`config.mk`:
```
export PLATFORM = sky130hd
export DESIGN_NAME = utc_to_civil_time
export DESIGN_NICKNAME = d
export VERILOG_FILES = /design/src/rtl/core/utc_pkg.sv /design/src/rtl/core/utc_ctl.sv /design/src/rtl/core/utc_day_split.sv /design/src/rtl/core/utc_tod.sv /design/src/rtl/core/utc_date.sv /design/src/rtl/core/utc_to_civil_time.sv
export VERILOG_INCLUDE_DIRS = /design/src /design/src/rtl/core
export SDC_FILE = /design/constraint.sdc
export NUM_CORES = 2
export LEC_CHECK = 0
export BUFFER_PORTS_ARGS = -buffer_cell sky130_fd_sc_hd__buf_2
export CORE_MARGIN = 8
export CORE_UTILIZATION = 67
export CTS_BUF_LIST = sky130_fd_sc_hd__clkbuf_8
export DETAILED_ROUTE_END_ITERATION = 8
export HOLD_SLACK_MARGIN = 0.03
export PLACE_DENSITY = 0.87
export REMOVE_ABC_BUFFERS = 1
export SYNTH_ARGS = -nofsm -noshare
export SYNTH_HDL_FRONTEND = slang
export SYNTH_HIERARCHICAL = 1
export SYNTH_SLANG_ARGS = --single-unit
export TNS_END_PERCENT = 50
```
`constraint.sdc`:
```
create_clock -name clk -period 8.5 [get_ports clk]
set_input_delay 0.85 -clock clk [delete_from_list [all_inputs] [get_ports clk]]
set_output_delay 0.85 -clock clk [all_outputs]
set_load 0.02 [all_outputs]
```
`src/rtl/core/utc_to_civil_time_macros.svh`:
```
// ----------------------------------------------------------------------------
// utc_to_civil_time assertion macros
// Concurrent assertion helpers used by the top level of the converter.
// ----------------------------------------------------------------------------
`ifndef UTC_TO_CIVIL_TIME_MACROS_SVH
`define UTC_TO_CIVIL_TIME_MACROS_SVH

`ifndef ASSERT_OFF

// same-cycle implication
`define UTC_ASSERT_IMPLIES(label, clk, rst, ante, cons) \
  label: assert property (@(posedge clk) disable iff (rst) (ante) |-> (cons)) \
    else $error("assertion failed: implication");

// next-cycle implication
`define UTC_ASSERT_NEXT(label, clk, rst, ante, cons) \
  label: assert property (@(posedge clk) disable iff (rst) (ante) |=> (cons)) \
    else $error("assertion failed: next-cycle implication");

`else

`define UTC_ASSERT_IMPLIES(label, clk, rst, ante, cons)
`define UTC_ASSERT_NEXT(label, clk, rst, ante, cons)

`endif

`endif

```
`src/rtl/core/utc_pkg.sv`:
```
// ----------------------------------------------------------------------------
// utc_pkg
// Widths, pipeline stage map, reciprocal constants and month tables for the
// seconds-to-calendar converter.
// ----------------------------------------------------------------------------
`default_nettype none

package utc_pkg;

  // pipeline stage map
  localparam int STAGES   = 8;
  localparam int ST_IN    = 0;   // input register
  localparam int ST_DAYS  = 1;   // day count
  localparam int ST_SPLIT = 2;   // second of day, day of era
  localparam int ST_DIV   = 3;   // reciprocal divides
  localparam int ST_NUM   = 4;   // year-of-era numerator, min/sec
  localparam int ST_YOE   = 5;   // year of era
  localparam int ST_DOY   = 6;   // day of year
  localparam int ST_OUT   = 7;   // result register

  // field widths
  localparam int SEC_W    = 32;
  localparam int DAYS_W   = 16;
  localparam int SOD_W    = 17;
  localparam int DOE_W    = 18;
  localparam int YOE_W    = 9;
  localparam int DOY_W    = 9;
  localparam int YEAR_W   = 12;
  localparam int MONTH_W  = 4;
  localparam int DAY_W    = 5;
  localparam int HOUR_W   = 5;
  localparam int MIN_W    = 6;
  localparam int SECM_W   = 6;
  localparam int Q60_W    = 11;
  localparam int Q1460_W  = 7;
  localparam int CENT_W   = 3;
  localparam int OUT_PAD_W = 2;
  localparam int OUT_W    = 40;

  // seconds per day = 128 * 675; t[31:7] / 675 by reciprocal
  localparam int DAY_PRE_SHIFT = 7;
  localparam int DAY_PROD_W    = 51;
  localparam int DAY_SHIFT     = 35;
  localparam logic [DAY_PROD_W-1:0] DAY_RECIP = 51'd50903317;
  localparam logic [SEC_W-1:0] SECS_PER_DAY = 32'd86400;

  // second of day / 60 and / 3600
  localparam int Q60_PROD_W = 35;
  localparam int Q60_SHIFT  = 23;
  localparam logic [Q60_PROD_W-1:0] Q60_RECIP = 35'd139811;
  localparam int HR_PROD_W  = 34;
  localparam int HR_SHIFT   = 28;
  localparam logic [HR_PROD_W-1:0] HR_RECIP = 34'd74566;
  localparam int SEC_PER_MIN = 60;

  // day of era / 1460 and numerator / 365
  localparam int Q1460_PROD_W = 34;
  localparam int Q1460_SHIFT  = 26;
  localparam logic [Q1460_PROD_W-1:0] Q1460_RECIP = 34'd45965;
  localparam int YOE_PROD_W = 36;
  localparam int YOE_SHIFT  = 26;
  localparam logic [YOE_PROD_W-1:0] YOE_RECIP = 36'd183860;

  // era selection: all inputs fall in era 4 or era 5 of the March-based epoch
  localparam logic [DAYS_W-1:0] ERA5_FIRST_DAY = 16'd11017;
  localparam logic [DOE_W-1:0]  ERA4_DOE_OFS   = 18'd135080;
  localparam logic [YEAR_W-1:0] ERA4_BASE_YEAR = 12'd1600;
  localparam logic [YEAR_W-1:0] ERA5_BASE_YEAR = 12'd2000;

  // century boundaries inside an era
  localparam logic [DOE_W-1:0] DOE_C1   = 18'd36524;
  localparam logic [DOE_W-1:0] DOE_C2   = 18'd73048;
  localparam logic [DOE_W-1:0] DOE_C3   = 18'd109572;
  localparam logic [DOE_W-1:0] DOE_LAST = 18'd146096;
  localparam logic [YOE_W-1:0] YOE_C1   = 9'd100;
  localparam logic [YOE_W-1:0] YOE_C2   = 9'd200;
  localparam logic [YOE_W-1:0] YOE_C3   = 9'd300;
  localparam logic [DOE_W-1:0] DAYS_PER_YEAR = 18'd365;

  // month counted from March
  localparam int MONTH_COUNT = 12;
  localparam logic [MONTH_W-1:0] JAN_MP     = 4'd10;
  localparam logic [MONTH_W-1:0] MARCH_NUM  = 4'd3;

  typedef struct packed {
    logic [STAGES-1:0] ld;
    logic [STAGES-1:0] vld;
  } pipe_ctl_t;

  typedef struct packed {
    logic              ok;
    logic              era5;
    logic [DOE_W-1:0]  doe;
    logic [SOD_W-1:0]  sod;
  } day_split_t;

  typedef struct packed {
    logic              ok;
    logic [HOUR_W-1:0] hour;
    logic [MIN_W-1:0]  minute;
    logic [SECM_W-1:0] second;
  } tod_t;

  typedef struct packed {
    logic [YEAR_W-1:0]  year;
    logic [MONTH_W-1:0] month;
    logic [DAY_W-1:0]   day;
  } date_t;

  // result word layout, year in the low bits
  typedef struct packed {
    logic [OUT_PAD_W-1:0] pad;
    logic [SECM_W-1:0]    second;
    logic [MIN_W-1:0]     minute;
    logic [HOUR_W-1:0]    hour;
    logic [DAY_W-1:0]     day;
    logic [MONTH_W-1:0]   month;
    logic [YEAR_W-1:0]    year;
  } out_word_t;

  // first day of year for each March-based month
  function automatic logic [DOY_W-1:0] month_start(input logic [MONTH_W-1:0] mp);
    logic [DOY_W-1:0] s;
    case (mp)
      4'd0:    s = 9'd0;
      4'd1:    s = 9'd31;
      4'd2:    s = 9'd61;
      4'd3:    s = 9'd92;
      4'd4:    s = 9'd122;
      4'd5:    s = 9'd153;
      4'd6:    s = 9'd184;
      4'd7:    s = 9'd214;
      4'd8:    s = 9'd245;
      4'd9:    s = 9'd275;
      4'd10:   s = 9'd306;
      4'd11:   s = 9'd337;
      default: s = 9'd0;
    endcase
    return s;
  endfunction

  // March-based month index: count of month starts at or below day of year
  function automatic logic [MONTH_W-1:0] month_index(input logic [DOY_W-1:0] doy);
    logic [MONTH_W-1:0] cnt;
    cnt = '0;
    for (int k = 1; k < MONTH_COUNT; k++) begin
      if (doy >= month_start(MONTH_W'(k))) begin
        cnt = cnt + 4'd1;
      end
    end
    return cnt;
  endfunction

endpackage

`default_nettype wire

```
`src/rtl/core/utc_ctl.sv`:
```
// ----------------------------------------------------------------------------
// utc_ctl
// Stage valid bits and per-stage load enables for the converter pipeline.
// ----------------------------------------------------------------------------
`default_nettype none

module utc_ctl (
  input  wire logic              clk,
  input  wire logic              rst,
  input  wire logic              s_valid,
  input  wire logic              m_ready,
  output utc_pkg::pipe_ctl_t     ctl
);

  logic [utc_pkg::STAGES-1:0] vld;
  logic [utc_pkg::STAGES-1:0] vld_next;
  logic [utc_pkg::STAGES-1:0] ld;

  // a stage loads when empty or when the stage after it moves
  assign ld[utc_pkg::ST_OUT] = !vld[utc_pkg::ST_OUT] || m_ready;
  for (genvar i = 0; i < utc_pkg::STAGES - 1; i++) begin : g_ld
    assign ld[i] = !vld[i] || ld[i+1];
  end

  // valid bits follow the data
  always_comb begin
    vld_next[0] = ld[0] ? s_valid : vld[0];
    for (int i = 1; i < utc_pkg::STAGES; i++) begin
      vld_next[i] = ld[i] ? vld[i-1] : vld[i];
    end
  end

  always_ff @(posedge clk) begin
    if (rst) begin
      vld <= '0;
    end else begin
      vld <= vld_next;
    end
  end

  assign ctl.ld  = ld;
  assign ctl.vld = vld;

endmodule

`default_nettype wire

```
`src/rtl/core/utc_day_split.sv`:
```
// ----------------------------------------------------------------------------
// utc_day_split
// Input register, day count by reciprocal multiply, then second of day and
// day of the 400-year era.
// ----------------------------------------------------------------------------
`default_nettype none

module utc_day_split (
  input  wire logic                        clk,
  input  wire utc_pkg::pipe_ctl_t          ctl,
  input  wire logic [utc_pkg::SEC_W-1:0]   in_seconds,
  input  wire logic [utc_pkg::SEC_W-1:0]   threshold,
  output utc_pkg::day_split_t              split
);

  logic [utc_pkg::SEC_W-1:0]      t0;
  logic                           ok0;
  logic [utc_pkg::SEC_W-1:0]      t1;
  logic                           ok1;
  logic [utc_pkg::DAYS_W-1:0]     days1;
  logic [utc_pkg::DAY_PROD_W-1:0] day_prod;
  logic [utc_pkg::SEC_W-1:0]      day_base;
  logic [utc_pkg::SEC_W-1:0]      sod_full;
  logic                           era5;
  logic [utc_pkg::DOE_W-1:0]      doe;
  utc_pkg::day_split_t            split2;

  // input register with threshold compare
  always_ff @(posedge clk) begin
    if (ctl.ld[utc_pkg::ST_IN]) begin
      t0  <= in_seconds;
      ok0 <= (in_seconds >= threshold);
    end
  end

  // days = (t >> 7) / 675
  assign day_prod = utc_pkg::DAY_PROD_W'(t0[utc_pkg::SEC_W-1:utc_pkg::DAY_PRE_SHIFT])
                  * utc_pkg::DAY_RECIP;

  always_ff @(posedge clk) begin
    if (ctl.ld[utc_pkg::ST_DAYS]) begin
      t1    <= t0;
      ok1   <= ok0;
      days1 <= day_prod[utc_pkg::DAY_SHIFT +: utc_pkg::DAYS_W];
    end
  end

  // second of day and day of era
  assign day_base = utc_pkg::SEC_W'(days1) * utc_pkg::SECS_PER_DAY;
  assign sod_full = t1 - day_base;
  assign era5     = (days1 >= utc_pkg::ERA5_FIRST_DAY);
  assign doe      = era5 ?
                    utc_pkg::DOE_W'(days1) - utc_pkg::DOE_W'(utc_pkg::ERA5_FIRST_DAY) :
                    utc_pkg::DOE_W'(days1) + utc_pkg::ERA4_DOE_OFS;

  always_ff @(posedge clk) begin
    if (ctl.ld[utc_pkg::ST_SPLIT]) begin
      split2.ok   <= ok1;
      split2.era5 <= era5;
      split2.doe  <= doe;
      split2.sod  <= sod_full[utc_pkg::SOD_W-1:0];
    end
  end

  assign split = split2;

endmodule

`default_nettype wire

```
`src/rtl/core/utc_tod.sv`:
```
// ----------------------------------------------------------------------------
// utc_tod
// Hour, minute and second from the second of day, delayed to line up with
// the date path.
// ----------------------------------------------------------------------------
`default_nettype none

module utc_tod (
  input  wire logic                  clk,
  input  wire utc_pkg::pipe_ctl_t    ctl,
  input  wire utc_pkg::day_split_t   split,
  output utc_pkg::tod_t              tod
);

  logic [utc_pkg::Q60_PROD_W-1:0] q60_prod;
  logic [utc_pkg::HR_PROD_W-1:0]  hr_prod;
  logic                           ok3;
  logic [utc_pkg::SOD_W-1:0]      sod3;
  logic [utc_pkg::Q60_W-1:0]      q60_3;
  logic [utc_pkg::HOUR_W-1:0]     hr3;
  logic [utc_pkg::Q60_W-1:0]      min_full;
  logic [utc_pkg::SOD_W-1:0]      sec_full;
  utc_pkg::tod_t                  tod4;
  utc_pkg::tod_t                  tod5;
  utc_pkg::tod_t                  tod6;

  // sod / 60 and sod / 3600 side by side
  assign q60_prod = utc_pkg::Q60_PROD_W'(split.sod) * utc_pkg::Q60_RECIP;
  assign hr_prod  = utc_pkg::HR_PROD_W'(split.sod) * utc_pkg::HR_RECIP;

  always_ff @(posedge clk) begin
    if (ctl.ld[utc_pkg::ST_DIV]) begin
      ok3   <= split.ok;
      sod3  <= split.sod;
      q60_3 <= q60_prod[utc_pkg::Q60_SHIFT +: utc_pkg::Q60_W];
      hr3   <= hr_prod[utc_pkg::HR_SHIFT +: utc_pkg::HOUR_W];
    end
  end

  // remainders
  assign min_full = q60_3 - utc_pkg::Q60_W'(hr3) * utc_pkg::Q60_W'(utc_pkg::SEC_PER_MIN);
  assign sec_full = sod3 - utc_pkg::SOD_W'(q60_3) * utc_pkg::SOD_W'(utc_pkg::SEC_PER_MIN);

  always_ff @(posedge clk) begin
    if (ctl.ld[utc_pkg::ST_NUM]) begin
      tod4.ok     <= ok3;
      tod4.hour   <= hr3;
      tod4.minute <= min_full[utc_pkg::MIN_W-1:0];
      tod4.second <= sec_full[utc_pkg::SECM_W-1:0];
    end
  end

  // delay line to the date path
  always_ff @(posedge clk) begin
    if (ctl.ld[utc_pkg::ST_YOE]) begin
      tod5 <= tod4;
    end
    if (ctl.ld[utc_pkg::ST_DOY]) begin
      tod6 <= tod5;
    end
  end

  assign tod = tod6;

endmodule

`default_nettype wire

```
`src/rtl/core/utc_date.sv`:
```
// ----------------------------------------------------------------------------
// utc_date
// Year of era, day of year and March-based month from the day of era,
// then the calendar year, month and day.
// ----------------------------------------------------------------------------
`default_nettype none

module utc_date (
  input  wire logic                  clk,
  input  wire utc_pkg::pipe_ctl_t    ctl,
  input  wire utc_pkg::day_split_t   split,
  output utc_pkg::date_t             date
);

  logic [utc_pkg::Q1460_PROD_W-1:0] q1460_prod;
  logic [utc_pkg::CENT_W-1:0]       cent;
  logic [utc_pkg::DOE_W-1:0]        doe3;
  logic                             era3;
  logic [utc_pkg::Q1460_W-1:0]      q1460_3;
  logic [utc_pkg::CENT_W-1:0]       cent3;
  logic                             last3;
  logic [utc_pkg::DOE_W-1:0]        doe4;
  logic                             era4;
  logic [utc_pkg::DOE_W-1:0]        num4;
  logic [utc_pkg::YOE_PROD_W-1:0]   yoe_prod;
  logic [utc_pkg::DOE_W-1:0]        doe5;
  logic                             era5;
  logic [utc_pkg::YOE_W-1:0]        yoe5;
  logic [utc_pkg::CENT_W-1:0]       ycent;
  logic [utc_pkg::DOE_W-1:0]        year_days;
  logic [utc_pkg::DOE_W-1:0]        doy_full;
  logic                             era6;
  logic [utc_pkg::YOE_W-1:0]        yoe6;
  logic [utc_pkg::DOY_W-1:0]        doy6;
  logic [utc_pkg::MONTH_W-1:0]      mp;
  logic [utc_pkg::DOY_W-1:0]        day_full;

  // doe / 1460 and the century count
  assign q1460_prod = utc_pkg::Q1460_PROD_W'(split.doe) * utc_pkg::Q1460_RECIP;
  assign cent = utc_pkg::CENT_W'(split.doe >= utc_pkg::DOE_C1)
              + utc_pkg::CENT_W'(split.doe >= utc_pkg::DOE_C2)
              + utc_pkg::CENT_W'(split.doe >= utc_pkg::DOE_C3)
              + utc_pkg::CENT_W'(split.doe >= utc_pkg::DOE_LAST);

  always_ff @(posedge clk) begin
    if (ctl.ld[utc_pkg::ST_DIV]) begin
      doe3    <= split.doe;
      era3    <= split.era5;
      q1460_3 <= q1460_prod[utc_pkg::Q1460_SHIFT +: utc_pkg::Q1460_W];
      cent3   <= cent;
      last3   <= (split.doe == utc_pkg::DOE_LAST);
    end
  end

  // leap-corrected numerator for the year of era
  always_ff @(posedge clk) begin
    if (ctl.ld[utc_pkg::ST_NUM]) begin
      doe4 <= doe3;
      era4 <= era3;
      num4 <= doe3 - utc_pkg::DOE_W'(q1460_3) + utc_pkg::DOE_W'(cent3)
            - utc_pkg::DOE_W'(last3);
    end
  end

  // year of era = num / 365
  assign yoe_prod = utc_pkg::YOE_PROD_W'(num4) * utc_pkg::YOE_RECIP;

  always_ff @(posedge clk) begin
    if (ctl.ld[utc_pkg::ST_YOE]) begin
      doe5 <= doe4;
      era5 <= era4;
      yoe5 <= yoe_prod[utc_pkg::YOE_SHIFT +: utc_pkg::YOE_W];
    end
  end

  // day of year
  assign ycent = utc_pkg::CENT_W'(yoe5 >= utc_pkg::YOE_C1)
               + utc_pkg::CENT_W'(yoe5 >= utc_pkg::YOE_C2)
               + utc_pkg::CENT_W'(yoe5 >= utc_pkg::YOE_C3);
  assign year_days = utc_pkg::DOE_W'(yoe5) * utc_pkg::DAYS_PER_YEAR
                   + utc_pkg::DOE_W'(yoe5[utc_pkg::YOE_W-1:2])
                   - utc_pkg::DOE_W'(ycent);
  assign doy_full = doe5 - year_days;

  always_ff @(posedge clk) begin
    if (ctl.ld[utc_pkg::ST_DOY]) begin
      era6 <= era5;
      yoe6 <= yoe5;
      doy6 <= doy_full[utc_pkg::DOY_W-1:0];
    end
  end

  // month from March, day, and year with January and February moved forward
  assign mp       = utc_pkg::month_index(doy6);
  assign day_full = doy6 - utc_pkg::month_start(mp) + 9'd1;

  always_comb begin
    date.month = (mp < utc_pkg::JAN_MP) ? mp + utc_pkg::MARCH_NUM :
                                          mp - utc_pkg::JAN_MP + 4'd1;
    date.day   = day_full[utc_pkg::DAY_W-1:0];
    date.year  = utc_pkg::YEAR_W'(yoe6)
               + (era6 ? utc_pkg::ERA5_BASE_YEAR : utc_pkg::ERA4_BASE_YEAR)
               + utc_pkg::YEAR_W'(mp >= utc_pkg::JAN_MP);
  end

endmodule

`default_nettype wire

```
`src/rtl/core/utc_to_civil_time.sv`:
```
// ----------------------------------------------------------------------------
// utc_to_civil_time: 32-bit seconds since 1970 to calendar date and time.
// Throughput: one word per cycle through an eight-stage pipeline; a full
// pipeline stalls only while the result word waits, any empty stage lets a
// new word in.
// Reset clears all stage valid bits and sets the threshold to 0.
// ----------------------------------------------------------------------------
`default_nettype none

`include "utc_to_civil_time_macros.svh"

module utc_to_civil_time (
  input  wire logic        clk,
  input  wire logic        rst,
  // input stream
  input  wire logic        s_axis_tvalid,
  output logic             s_axis_tready,
  input  wire logic [31:0] s_axis_tdata,   // [31:0] utc_seconds
  // result stream
  output logic             m_axis_tvalid,
  input  wire logic        m_axis_tready,
  output logic [39:0]      m_axis_tdata,   // [11:0] year, [15:12] month,
                                           // [20:16] day_of_month, [25:21] hour,
                                           // [31:26] minute, [37:32] second_of_minute,
                                           // [39:38] zero
  output logic             m_axis_tuser,   // [0] clock_valid
  // threshold write
  input  wire logic        cfg_valid,
  output logic             cfg_ready,
  input  wire logic [31:0] cfg_data
);

  utc_pkg::pipe_ctl_t         ctl;
  utc_pkg::day_split_t        split;
  utc_pkg::tod_t              tod;
  utc_pkg::date_t             date;
  logic [utc_pkg::SEC_W-1:0]  valid_from_seconds;
  utc_pkg::out_word_t         out_word;
  logic                       out_ok;
  logic                       out_in_range;

  // threshold register, always ready
  assign cfg_ready = 1'b1;

  always_ff @(posedge clk) begin
    if (rst) begin
      valid_from_seconds <= '0;
    end else if (cfg_valid) begin
      valid_from_seconds <= cfg_data;
    end
  end

  // pipeline control
  utc_ctl u_ctl (
    .clk     (clk),
    .rst     (rst),
    .s_valid (s_axis_tvalid),
    .m_ready (m_axis_tready),
    .ctl     (ctl)
  );

  utc_day_split u_day_split (
    .clk        (clk),
    .ctl        (ctl),
    .in_seconds (s_axis_tdata),
    .threshold  (valid_from_seconds),
    .split      (split)
  );

  utc_tod u_tod (
    .clk   (clk),
    .ctl   (ctl),
    .split (split),
    .tod   (tod)
  );

  utc_date u_date (
    .clk   (clk),
    .ctl   (ctl),
    .split (split),
    .date  (date)
  );

  // result register, all fields zero when the clock is unset
  always_ff @(posedge clk) begin
    if (ctl.ld[utc_pkg::ST_OUT]) begin
      out_ok <= tod.ok;
      if (tod.ok) begin
        out_word.pad    <= '0;
        out_word.second <= tod.second;
        out_word.minute <= tod.minute;
        out_word.hour   <= tod.hour;
        out_word.day    <= date.day;
        out_word.month  <= date.month;
        out_word.year   <= date.year;
      end else begin
        out_word <= '0;
      end
    end
  end

  assign s_axis_tready = ctl.ld[utc_pkg::ST_IN];
  assign m_axis_tvalid = ctl.vld[utc_pkg::ST_OUT];
  assign m_axis_tdata  = out_word;
  assign m_axis_tuser  = out_ok;

  // calendar range of the result fields
  assign out_in_range = (out_word.month >= 4'd1) && (out_word.month <= 4'd12) &&
                        (out_word.day >= 5'd1) && (out_word.hour <= 5'd23) &&
                        (out_word.minute <= 6'd59) && (out_word.second <= 6'd59) &&
                        (out_word.year >= 12'd1970);

  // unset clock gives an all-zero word
  `UTC_ASSERT_IMPLIES(a_unset_zero, clk, rst, m_axis_tvalid && !m_axis_tuser, m_axis_tdata == '0)
  // a set clock gives fields in calendar range
  `UTC_ASSERT_IMPLIES(a_fields_range, clk, rst, m_axis_tvalid && m_axis_tuser, out_in_range)
  // an empty input stage always takes a word
  `UTC_ASSERT_IMPLIES(a_bubble_ready, clk, rst, !ctl.vld[utc_pkg::ST_IN], s_axis_tready)
  // a word taken at the input is held or moved on, never dropped
  `UTC_ASSERT_NEXT(a_in_kept, clk, rst, s_axis_tvalid && s_axis_tready, ctl.vld[utc_pkg::ST_IN])

endmodule

`default_nettype wire
```
==> results.json <==
{
  "outcome": "finished clean",
  "cts_buffers": 56,
  "clk_pin_slew_worst_paths_ns": 0.06,
  "start_util": 0.679,
  "die_width_um": 275,
  "async_flop_share": 0,
  "areaGrowthSynthToFinish_pct": 6.22,
  "reg2regPathDepth": 35,
  "nNetsFinal": 5862,
  "wl_met3_um": 5370,
  "crit_fanout": 6,
  "core_area_um2": 66000,
  "vias": 29000,
  "max_stage_delay_ns": 0.46,
  "track_usage": 0.252,
  "synth.top_cells.by_area": "ha_1, fa_1, edfxtp_1, inv_1, xnor2_1",
  "synthCells": 4092,
  "finalSetupViolations": 0,
  "dieArea_um2": 75400,
  "portBuffers": 109,
  "drtPass1Iterations": 6,
  "ys_seq_elements": 351,
  "antenna_found_initial": 2,
  "dp_hpwl_um": 76400,
  "mostFrequentLayoutCell": "inv_1",
  "cts.path.max_buffers": 3,
  "drt_first_iter_violations": 1861,
  "ys.warnings.count": 6,
  "num_rows": 94,
  "critPathLaunchType": "flip-flop",
  "synth.distinct_cells": 99,
  "cts-root-buf": "clkbuf_8",
  "synth_top_family_by_area": "adder cells",
  "maxUsedRoutingLayer": "met4",
  "synth-edff-count": 311,
  "path_delay_family": "adder cells",
  "cp_slowest_cell": "edfxtp_1",
  "cap_violations": 0,
  "postCtsHoldBufs": 0,
  "end_kind": "flip-flop",
  "grt_pass1_wl_um": 153000,
  "regToRegSetupSlack_ns": 0.44,
  "cts_tree": "built",
  "clkLatencyLatePin_ns": 0.66,
  "worstHoldPathCells": 1,
  "path_depth": 35,
  "finalHoldViolCount": 0,
  "grt_max_degree": 50,
  "path_common_cell": "ha_1",
  "min_period_over_period": 0.948,
  "avgSynthCellArea_um2": 10.9,
  "fmax_ghz": 0.124,
  "drtAntennaViolNets": 0,
  "hp-class": "in2reg",
  "h-tree-depth": 2,
  "synth-xor-area-share": 0.0344,
  "yosysTopAreaCellShare": 0.286,
  "via_per_inst": 5.62,
  "synth-compound-area-share": 0.0675,
  "worstMarginPinSlew_ns": 1.15,
  "mappedNetlistArea_um2": 44800,
  "synth.largest_area_cell": "ha_1",
  "ys_seq_area_frac": 0.226,
  "wl_met2_um": 46200,
  "required_ns": 8.89,
  "routabilityCongestion": 0.948,
  "drc": 0,
  "first_global_vias": 31800,
  "cts_sinks": 351,
  "routedWlPerCell_um": 17.9,
  "final_cell_mix": "inv_1, ha_1, fa_1, edfxtp_1, a21oi_1",
  "drive_gt1_frac": 0.0603,
  "finalWirelength_um": 92200,
  "tns_ns": 0,
  "synth_mux_area_frac": 0.00855,
  "synth_ff_type": "edfxtp_1",
  "fillers": 4204,
  "fin_skew_ns": 0.0418,
  "slew_violations": 0,
  "overflow": 0,
  "cp_num_buf_inv": 2,
  "ioPinCount": 113,
  "synth-simple-area-share": 0.0497,
  "met1_length_um": 37000,
  "die_h_um": 275,
  "cp.arrival_ns": 8.45,
  "synthAdderAreaFrac": 0.519,
  "relSlewSlack": 0.221,
  "worstSetupPathType": "reg2reg",
  "finalCriticalPeriod_ns": 8.06
}
[repair_timing]
item	CTS	global route
resized for setup	0	4
buffers inserted	0	9
setup endpoints to repair	0	4
[stage by stage]
| stage | hold WS (ns) | cells | area [µm²] | setup WS, ns | utilization |
|---|---|---|---|---|---|
| after global routing | 0.348 | 5159 | 47600 | -0.0365 | 0.721 |
| after global placement | 0.400 | 5045 | 46200 | 0.248 | 0.701 |
| after detailed placement | 0.405 | 5045 | 46200 | 0.0684 | 0.701 |
| final | 0.382 | 5160 | 47600 | 0.445 | 0.721 |
| after CTS | 0.324 | 5149 | 47500 | 0.0424 | 0.719 |
| after floorplan | 0.400 | 4062 | 44500 | 0.917 | - |
[routing by layer]
layer | vias up | global-route usage
met4 | 0 | 0.100
li1 | 13700 | -
met1 | 14200 | 0.306
met5 | - | 0
met3 | 243 | 0.0396
met2 | 918 | 0.447
[final cells by class]
cell class                      instances  area, µm²  share of cell area
Sequential cell                       351      10100               0.213
Clock inverter                         42        383             0.00805
Antenna cell                            2       5.00            0.000105
Multi-Input combinational cell       2656      30400               0.640
Timing Repair Buffer                  128        688              0.0145
Clock buffer                           62        853              0.0179
Inverter                             1055       3960              0.0833
Tap cell                              864       1080              0.0227
[kinds of logic (layout without fill, tap and decap cells)]
group,after synthesis,in the layout
muxes,38,38
and+or+nand+nor,440,440
AOI/OAI and AO/OA,462,462
buffers and inverters,1086,1287
adders and majority gates,1545,1545
other,2,5
DFF,351,351
xor gates and xnor gates,168,168
[synthesized netlist by cell type, types with 6 or more instances]
library cell / number
o21ai_0: 87
buf_6: 7
a41oi_1: 6
a21oi_1: 147
clkbuf_1: 9
a31oi_1: 19
nand4_1: 34
a211oi_1: 14
nand2_1: 103
mux2i_1: 36
ha_1: 1024
and3_1: 10
o21ai_1: 6
a221oi_1: 6
nor2_1: 113
inv_1: 1054
nand3_1: 42
or2_2: 7
a21o_1: 51
fa_1: 521
xnor2_1: 121
dfxtp_1: 40
o21a_1: 19
edfxtp_1: 311
nor2b_1: 16
and2_1: 42
o21bai_1: 24
o211ai_1: 10
xor2_1: 42
nor3_1: 24
nand2b_1: 13
[final timing paths]
kind                    from           endpoint
min          s_axis_tdata[0]  u_day_split/t0[0]
max reg2reg   u_date/doy6[7]   m_axis_tdata[20]
min reg2reg    u_tod/tod5[3]       u_tod/tod[3]
max           u_date/doy6[7]   m_axis_tdata[20]
[sequential cells by signal, summed over array words and instances, names as in the netlist, 16 cells and up]
name,count
m_axis_tdata,38
u_day_split/split,37
u_day_split/t0,32
valid_from_seconds,32
u_date/doe3,18
u_date/num4,18
u_tod/tod4,18
u_tod/tod5,18
u_tod/tod,18
u_day_split/t1,17
u_day_split/days1,16
Power is left out: the tool's default activity adds up to more than one toggle a clock period on the data nets, which glitch-free logic cannot reach.
